==> src/rtl/tpfc_pkg.sv <==
// shared types and format codes for the texture pixel format converter
`timescale 1ns / 1ps
package tpfc_pkg;

  localparam int unsigned CompWidth  = 8;
  localparam int unsigned FmtWidth   = 4;
  localparam int unsigned WordWidth  = 32;
  localparam int unsigned CountWidth = 3;
  localparam int unsigned CfgAddrWidth = 3;
  localparam int unsigned CfgDataWidth = 32;

  // luminance sum is at most 765, so (sum * 683) >> 11 is an exact floor of sum / 3
  localparam int unsigned LumSumWidth  = 10;
  localparam int unsigned LumRecip     = 683;
  localparam int unsigned LumShift     = 11;
  localparam int unsigned LumProdWidth = 20;
  localparam int unsigned IntSumWidth  = 10;

  typedef enum logic [FmtWidth-1:0] {
    FMT_A8     = 4'd0,
    FMT_L8     = 4'd1,
    FMT_LA8    = 4'd2,
    FMT_I8     = 4'd3,
    FMT_RGB332 = 4'd4,
    FMT_RGB565 = 4'd5,
    FMT_RGB8   = 4'd6,
    FMT_RGB5A1 = 4'd7,
    FMT_RGBA4  = 4'd8,
    FMT_RGBA8  = 4'd9
  } fmt_t;

  localparam logic [FmtWidth-1:0] FmtReset = FMT_RGBA8;

  // register indexes
  localparam logic [0:0] REG_TARGET_FORMAT = 1'b0;

  typedef struct packed {
    logic [CompWidth-1:0] alpha;
    logic [CompWidth-1:0] blue;
    logic [CompWidth-1:0] green;
    logic [CompWidth-1:0] red;
  } pixel_t;

  typedef struct packed {
    logic [CountWidth-1:0] byte_count;
    logic [WordWidth-1:0]  packed_bytes;
  } result_t;

endpackage

==> src/rtl/tpfc_convert.sv <==
// per-pixel format conversion logic
`timescale 1ns / 1ps
module tpfc_convert (
  input  tpfc_pkg::pixel_t                    pix,
  input  logic [tpfc_pkg::FmtWidth-1:0]       fmt,
  output tpfc_pkg::result_t                   res
);

  logic [tpfc_pkg::LumSumWidth-1:0]  lum_sum;
  logic [tpfc_pkg::LumProdWidth-1:0] lum_prod;
  logic [tpfc_pkg::CompWidth-1:0]    lum;
  logic [tpfc_pkg::IntSumWidth-1:0]  int_sum;
  logic [tpfc_pkg::CompWidth-1:0]    inten;
  logic [7:0] r, g, b, a;

  assign r = pix.red;
  assign g = pix.green;
  assign b = pix.blue;
  assign a = pix.alpha;

  assign lum_sum  = {2'b00, r} + {2'b00, g} + {2'b00, b};
  assign lum_prod = {{(tpfc_pkg::LumProdWidth-tpfc_pkg::LumSumWidth){1'b0}}, lum_sum}
                    * tpfc_pkg::LumProdWidth'(tpfc_pkg::LumRecip);
  assign lum      = lum_prod[tpfc_pkg::LumShift +: tpfc_pkg::CompWidth];

  assign int_sum = {2'b00, r} + {2'b00, g} + {2'b00, b} + {2'b00, a};
  assign inten   = int_sum[9:2];

  always_comb begin
    res = '0;
    case (fmt)
      tpfc_pkg::FMT_A8: begin
        res.packed_bytes = {24'd0, a};
        res.byte_count   = 3'd1;
      end
      tpfc_pkg::FMT_L8: begin
        res.packed_bytes = {24'd0, lum};
        res.byte_count   = 3'd1;
      end
      tpfc_pkg::FMT_LA8: begin
        res.packed_bytes = {16'd0, a, lum};
        res.byte_count   = 3'd2;
      end
      tpfc_pkg::FMT_I8: begin
        res.packed_bytes = {24'd0, inten};
        res.byte_count   = 3'd1;
      end
      tpfc_pkg::FMT_RGB332: begin
        res.packed_bytes = {24'd0, r[7:5], g[7:5], b[7:6]};
        res.byte_count   = 3'd1;
      end
      tpfc_pkg::FMT_RGB565: begin
        res.packed_bytes = {16'd0, r[7:3], g[7:2], b[7:3]};
        res.byte_count   = 3'd2;
      end
      tpfc_pkg::FMT_RGB8: begin
        res.packed_bytes = {8'd0, b, g, r};
        res.byte_count   = 3'd3;
      end
      tpfc_pkg::FMT_RGB5A1: begin
        res.packed_bytes = {16'd0, r[7:3], g[7:3], b[7:3], a[7]};
        res.byte_count   = 3'd2;
      end
      tpfc_pkg::FMT_RGBA4: begin
        res.packed_bytes = {16'd0, r[7:4], g[7:4], b[7:4], a[7:4]};
        res.byte_count   = 3'd2;
      end
      tpfc_pkg::FMT_RGBA8: begin
        res.packed_bytes = {a, b, g, r};
        res.byte_count   = 3'd4;
      end
      default: begin
        res = '0;
      end
    endcase
  end

endmodule

==> src/rtl/texture_pixel_format_converter_top.sv <==
// top level of the texture pixel format converter: pixel stream in, packed texels out
//
// channel  dir  payload                                        handshake
// in_      in   tdata[31:0] red, green, blue, alpha            tvalid/tready
// out_     out  tdata[39:0] packed_bytes, byte_count, pad      tvalid/tready
// cfg_     in   target_format at byte address 0                apb, pready high
//
// two register stages (input beat, result beat); one pixel per cycle while out_tready stays high
// the input register refills in the same cycle the result register drains
// rst_n synchronous, clears both valid flags and sets the format to rgba8
// a stall on out_tready holds both stages and drops in_tready once they are full
`timescale 1ns / 1ps
module texture_pixel_format_converter_top (
  input  logic        clk,
  input  logic        rst_n,
  input  logic        in_tvalid,
  output logic        in_tready,
  input  logic [31:0] in_tdata,   // red, green, blue, alpha
  output logic        out_tvalid,
  input  logic        out_tready,
  output logic [39:0] out_tdata,  // packed_bytes[31:0], byte_count[34:32], zero pad
  input  logic        cfg_psel,
  input  logic        cfg_penable,
  input  logic        cfg_pwrite,
  input  logic [tpfc_pkg::CfgAddrWidth-1:0] cfg_paddr,
  input  logic [tpfc_pkg::CfgDataWidth-1:0] cfg_pwdata,
  output logic [tpfc_pkg::CfgDataWidth-1:0] cfg_prdata,
  output logic        cfg_pready
);

  logic [tpfc_pkg::FmtWidth-1:0] fmt_r;
  logic                          in_vld_r;
  tpfc_pkg::pixel_t              pix_r;
  logic                          out_vld_r;
  tpfc_pkg::result_t             res_r;
  tpfc_pkg::result_t             res_nxt;
  logic                          out_free;
  logic                          in_free;
  logic                          reg_hit;

  // register file
  assign cfg_pready = 1'b1;
  assign reg_hit    = (cfg_paddr[2] == tpfc_pkg::REG_TARGET_FORMAT);
  assign cfg_prdata = reg_hit ? {{(tpfc_pkg::CfgDataWidth-tpfc_pkg::FmtWidth){1'b0}}, fmt_r}
                              : '0;

  always_ff @(posedge clk) begin
    if (!rst_n) begin
      fmt_r <= tpfc_pkg::FmtReset;
    end else if (cfg_psel && cfg_penable && cfg_pwrite && cfg_pready && reg_hit) begin
      fmt_r <= cfg_pwdata[tpfc_pkg::FmtWidth-1:0];
    end
  end

  // pipeline control
  assign out_free  = !out_vld_r || out_tready;
  assign in_free   = !in_vld_r || out_free;
  assign in_tready = in_free;

  always_ff @(posedge clk) begin
    if (!rst_n) begin
      in_vld_r  <= 1'b0;
      out_vld_r <= 1'b0;
    end else begin
      if (in_free) begin
        in_vld_r <= in_tvalid;
      end
      if (out_free) begin
        out_vld_r <= in_vld_r;
      end
    end
  end

  always_ff @(posedge clk) begin
    if (in_free && in_tvalid) begin
      pix_r <= tpfc_pkg::pixel_t'(in_tdata);
    end
    if (out_free && in_vld_r) begin
      res_r <= res_nxt;
    end
  end

  tpfc_convert u_convert (
    .pix (pix_r),
    .fmt (fmt_r),
    .res (res_nxt)
  );

  assign out_tvalid = out_vld_r;
  assign out_tdata  = {5'd0, res_r};

endmodule

==> config.mk <==
export PLATFORM = sky130hd
export DESIGN_NAME = texture_pixel_format_converter_top
export DESIGN_NICKNAME = d
export VERILOG_FILES = /design/src/rtl/tpfc_pkg.sv /design/src/rtl/tpfc_convert.sv /design/src/rtl/texture_pixel_format_converter_top.sv
export SDC_FILE = /design/constraint.sdc
export NUM_CORES = 1
export LEC_CHECK = 0
export ABC_AREA = 1
export BUFFER_PORTS_ARGS = -buffer_cell sky130_fd_sc_hd__buf_2
export CAP_MARGIN = 15
export CORE_MARGIN = 4
export CORE_UTILIZATION = 23
export CTS_CLUSTER_DIAMETER = 50
export DETAILED_ROUTE_END_ITERATION = 7
export PLACE_DENSITY = 0.38
export SLEW_MARGIN = 0
export SYNTH_ARGS = -nofsm -noshare
export SYNTH_HDL_FRONTEND = slang
export SYNTH_SLANG_ARGS = --single-unit
==> constraint.sdc <==
create_clock -name clk -period 7.1 [get_ports clk]
set_input_delay 1.42 -clock clk [delete_from_list [all_inputs] [get_ports clk]]
set_output_delay 1.42 -clock clk [all_outputs]
set_load 0.01 [all_outputs]
After elaboration in Yosys (flattened, before gate mapping)

Index checks and enable logic that the tools add are counted.

Bits in latches: 0
Logic and storage cells: 35
Memory bits (read-only): 0
Bits in writable memories: 0
Memories kept: 0
Register bits: 73

Order comparisons: 0
Equal/unequal tests: 9
Divide/modulo/power cells: 0
Reduce and logical (&&, ||, !) cells: 10
$mul: 1
Add/subtract/negate cells: 3
Bitwise operators: 1
Multiplexer cells: 2
Shifts and indexed selects: 0

Operator list:

| kind                                                                   | count |
|---|---|
| 35-bit one-hot mux with 10 select lines                                | 1 |
| 10-bit by 8-bit adder with 10-bit output                               | 2 |
| 10-bit by 10-bit multiplier with 19-bit output (second input constant) | 1 |
| 4-bit by 3-bit == test with 1-bit output (second input constant)       | 4 |
| 8-bit by 8-bit adder with 9-bit output                                 | 1 |
| 4-bit by 2-bit == test with 1-bit output (second input constant)       | 2 |
| 4-bit == test (second input constant)                                  | 2 |
| 1-bit logical AND                                                      | 5 |
| 4-bit by 1-bit == test with 1-bit output (second input constant)       | 1 |
| 4-bit logical NOT                                                      | 1 |
| 4-bit two-way mux                                                      | 1 |
| 1-bit logical NOT                                                      | 2 |
| 1-bit logical OR                                                       | 2 |
| 1-bit NOT                                                              | 1 |

Depth between registers and ports, before layout

Depth after elaboration: 4
Mapped depth: 32
Gate-level depth less buffers: 32

Hierarchy

From an unflattened synthesis, not the netlist that was laid out.

Cells, all modules: 721
Area total of the unflattened synthesis: 6289.8 um2

By module, submodules not included:

| module                             | times used | area each (um2) | cells each |
|---|---|---|---|
| tpfc_convert                       | 1          | 3707.3          | 570 |
| texture_pixel_format_converter_top | 1          | 2582.5          | 151 |

Worst setup path after synthesis

No wires, ideal clock.

Path type: register to register
Start point: register pix_r[9] (netlist bit)
End point: register res_r (netlist bit out_tdata[4]) (data pin)
Clock period less this slack: 5.495 ns
Required time: 6.846 ns
Stages on the path, launching flop included: 30
Path buffers: 0
Data arrival time: 5.241 ns
Path slack: 1.605 ns
Path through: edfxtp_1 inv_1 fa_1 inv_1 ha_1 inv_1 fa_1 nand3b_1 nand2_2 a31oi_4 xor2_4 inv_2 nor2_1 nor2_1 ha_1 inv_1 fa_1 inv_1 fa_1 inv_1 fa_1 inv_1 ha_1 a21o_1 nand2_1 nand2_1 a21oi_1 nand3_1 nand3_1 nand2_1

RTL lines:

| item                   | line                                     | RTL |
|---|---|---|
| start, declared        | texture_pixel_format_converter_top.sv:33 | `tpfc_pkg::pixel_t pix_r;` |
| start signal, assigned | texture_pixel_format_converter_top.sv:76 | `pix_r <= tpfc_pkg::pixel_t'(in_tdata);` |
| end signal, assigned   | texture_pixel_format_converter_top.sv:79 | `res_r <= res_nxt;` |
| end, declared          | texture_pixel_format_converter_top.sv:35 | `tpfc_pkg::result_t res_r;` |

==> run_results.csv <==
group,metric,value,unit
outcome,status,"finished, final reports clean",
logic_synthesis,synth.distinct_cells,41,
sta,relSlewSlack,57.6,%
worst_setup_path,crit_fanout,7,
worst_setup_path,cp_data_required_time,7.17,ns
logic_synthesis,yosysWarnings,0,
worst_hold_path,hold_class,"flop to flop",
global_route,grt_pass1_wl,25800,µm
sta,fmax,0.163,GHz
route,dr.first_iter.drc_count,278,
route,via_per_inst,4.12,
logic_synthesis,syn_area,0.00607,mm²
finish,final_nets,955,
logic_synthesis,ys_seq_area_share,35.1,%
logic_synthesis,ys_seq_elements,73,
clock_network,cts_buffer_depth,2,
floorplan,die_x,171,µm
route,drcViolationCount,0,
finish,area_growth,16.7,%
route,ant_nets,0,
worst_setup_path,reg2reg_depth,25,
global_route,grt_use_met1,17.6,%
sta,fin_crit_sh,86.2,%
worst_setup_path,cp-startpoint,"pix_r[9]$_DFFE_PP_",
global_route,use_met3,1.59,%
clock_network,clk_pin_slew_worst_paths,0.06,ns
clock_network,cts_made_buffers,9,
global_route,grt_use_total,11.5,%
worst_setup_path,reg2reg_setup_slack,0.98,ns
place,dpl.hpwl,14100,µm
global_route,first_global_vias,4650,
global_route,grt_overflow,0,
clock_network,postCtsSetupBuffers,0,
worst_setup_path,crit_end,"out_tdata[5]$_DFFE_PP_",
clock_network,root_buffer,"clkbuf_16",
finish,drive_above_1_share,14.4,%
finish,n_antenna_cell,0,
clock_network,cts.repair.resized,0,
global_route,antenna_found_initial,0,
worst_setup_path,cpMaxStageDelayCell,"fa_1",
sta,hold_viol_final,0,
worst_setup_path,slowest_delay,0.55,ns
clock_network,cts_htree_levels,3,
global_route,grt_max_degree,33,
route,wl_per_cell,14.7,µm
logic_synthesis,syn_inst,689,
clock_network,cts_tree,"yes",
floorplan,fp.dieH,171,µm
place,gp_congestion,0.852,
sta,finalCriticalPeriod,6.12,ns
worst_setup_path,crit_arrival,6.18,ns
logic_synthesis,avgSynthCellArea,8.81,µm²
logic_synthesis,async_reset_ff_share,0,%
worst_setup_path,critPathKind,"flop to flop",
floorplan,dieArea,0.0291,mm²
logic_synthesis,synthFlopType,"edfxtp_1",
clock_network,worstSkewPairLatency,0.33,ns
logic_synthesis,synth-edff-count,67,
sta,rsz0062_at_grt,"no",
floorplan,io_pins,149,
global_route,grt_use_met2,17.3,%
place,numPortBuffers,84,
sta,clock_skew,0.00649,ns
worst_setup_path,end_kind,"flop",
worst_setup_path,start_kind,"flop",
route,firstDrtPassIters,4,
sta,fin_tns_setup,0,ns
floorplan,rows,59,
floorplan,core_area,0.0260,mm²
sta,slew_viol_final,0,
floorplan,start_util,23.4,%
sta,tightest_slew,0.635,ns
worst_setup_path,reg2reg_to,"out_tdata[5]$_DFFE_PP_",
route,via_count,4628,
worst_setup_path,reg2reg_from,"pix_r[9]$_DFFE_PP_",
clock_network,clkSinkCount,73,
global_route,globalRoute.busiestLayer,"met1",
clock_network,cts_hold_buf,0,
sta,setup_viol,0,
route,wl,16500,µm
run,maxCapViolCount,0,
==> through the flow <==
step	hold WS, ns	area (µm²)	utilization [%]	setup WS [ns]	cells
2_1_floorplan	0.447	6190	-	1.61	721
3_3_place_gp	0.522	6800	26.2	0.971	1106
3_5_place_dp	0.522	6800	26.2	0.985	1106
4_1_cts	0.530	7090	27.3	0.939	1122
5_1_grt	0.562	7090	27.3	0.576	1122
6_report	0.526	7090	27.3	0.982	1122
==> placed cells by master (no fill, tap or decap), types with 2 or more instances in the layout <==
cell type / synthesis / final
o31ai_1: 2 / 2
inv_2: 2 / 2
nor2_1: 53 / 53
inv_1: 122 / 122
dfxtp_1: 6 / 6
nand2_1: 140 / 140
nand3b_1: 4 / 4
ha_1: 71 / 71
a21o_1: 4 / 4
edfxtp_1: 67 / 67
a211oi_1: 2 / 2
clkbuf_16: 0 / 9
nand3_1: 30 / 30
clkbuf_1: 1 / 2
buf_4: 34 / 3
fa_1: 28 / 28
nand2_2: 4 / 4
a21oi_1: 42 / 41
o2111ai_1: 3 / 3
xor2_1: 5 / 5
o21bai_1: 3 / 3
buf_2: 2 / 84
clkinv_2: 0 / 2
nand4_1: 4 / 4
o221ai_1: 5 / 5
conb_1: 2 / 34
xnor2_1: 5 / 5
a21boi_0: 3 / 3
o21ai_0: 21 / 21
nor3_1: 3 / 3
o211ai_1: 6 / 6
o22ai_1: 4 / 4
==> kinds of logic (layout without fill, tap and decap cells) <==
kind of cell               after synthesis  after routing  share of synthesized area (%)
and+or+nand+nor                        241            241                           16.3
DFF                                     73             73                           35.1
adders and majority gates               99             99                           23.9
xor gates and xnor gates                12             12                           2.16
buffers and inverters                  161            227                           12.1
AOI/OAI and AO/OA                      101            101                           10.3
other                                    2             34                          0.124
==> worst max-delay path, delay by kind of cell, from the launching register on <==
kind	cells	cell delay [ns]
AO/OA/AOI/OAI	4	0.80
XOR/XNOR	1	0.32
adder cells (fa/ha/maj)	9	3.24
buffers and inverters	6	0.48
flip-flops	1	0.35
AND/OR/NAND/NOR	5	0.65
==> how the worst min path moves through the flow <==
stage,start,to,slack [ns],depth (start not counted)
floorplan,in_vld_r$_SDFFE_PN0N_,out_tvalid$_SDFFE_PN0P_,0.45,2
global placement,fmt_r[2]$_SDFFE_PN0P_,fmt_r[2]$_SDFFE_PN0P_,0.52,2
detailed placement,in_vld_r$_SDFFE_PN0N_,in_vld_r$_SDFFE_PN0N_,0.52,2
CTS,in_vld_r$_SDFFE_PN0N_,in_vld_r$_SDFFE_PN0N_,0.53,2
global route,fmt_r[2]$_SDFFE_PN0P_,fmt_r[2]$_SDFFE_PN0P_,0.56,2
finish,in_vld_r$_SDFFE_PN0N_,in_vld_r$_SDFFE_PN0N_,0.53,2
==> synthesized netlist by cell type, types with 3 or more instances <==
master | number | area share (%)
o21bai_1 | 3 | 0.37
dfxtp_1 | 6 | 2.0
nor2_1 | 53 | 3.3
a21oi_1 | 42 | 3.5
nand2_1 | 140 | 8.7
nand3_1 | 30 | 2.5
xnor2_1 | 5 | 0.72
edfxtp_1 | 67 | 33
ha_1 | 71 | 15
xor2_1 | 5 | 0.72
nor3_1 | 3 | 0.25
fa_1 | 28 | 9.2
o2111ai_1 | 3 | 0.43
a21boi_0 | 3 | 0.37
o22ai_1 | 4 | 0.41
o21ai_0 | 21 | 1.7
buf_4 | 34 | 4.2
a21o_1 | 4 | 0.49
inv_1 | 122 | 7.5
o211ai_1 | 6 | 0.74
nand2_2 | 4 | 0.41
nand3b_1 | 4 | 0.49
o221ai_1 | 5 | 0.72
nand4_1 | 4 | 0.41
==> layer usage <==
metal	vias up	part of all wire, %
li1	2394	-
met4	0	0.71
met1	2132	52
met5	-	0
met3	10	4.7
met2	92	43
==> sequential cells by signal, summed over array words and instances (netlist names) <==
name        count
pix_r          32
in_vld_r        1
out_tvalid      1
out_tdata      35
fmt_r           4
==> cell type report <==
cell class	instances	area (µm²)
fillers	2823	18900
multi-input cells	487	3340
repair buffers	87	443
inverters	124	465
clock inverters	5	56.3
clock buffers	11	233
well taps	335	419
flip-flops and latches	73	2130
Power is left out: the tool's default activity adds up to more than one toggle a clock period on the data nets, which glitch-free logic cannot reach.
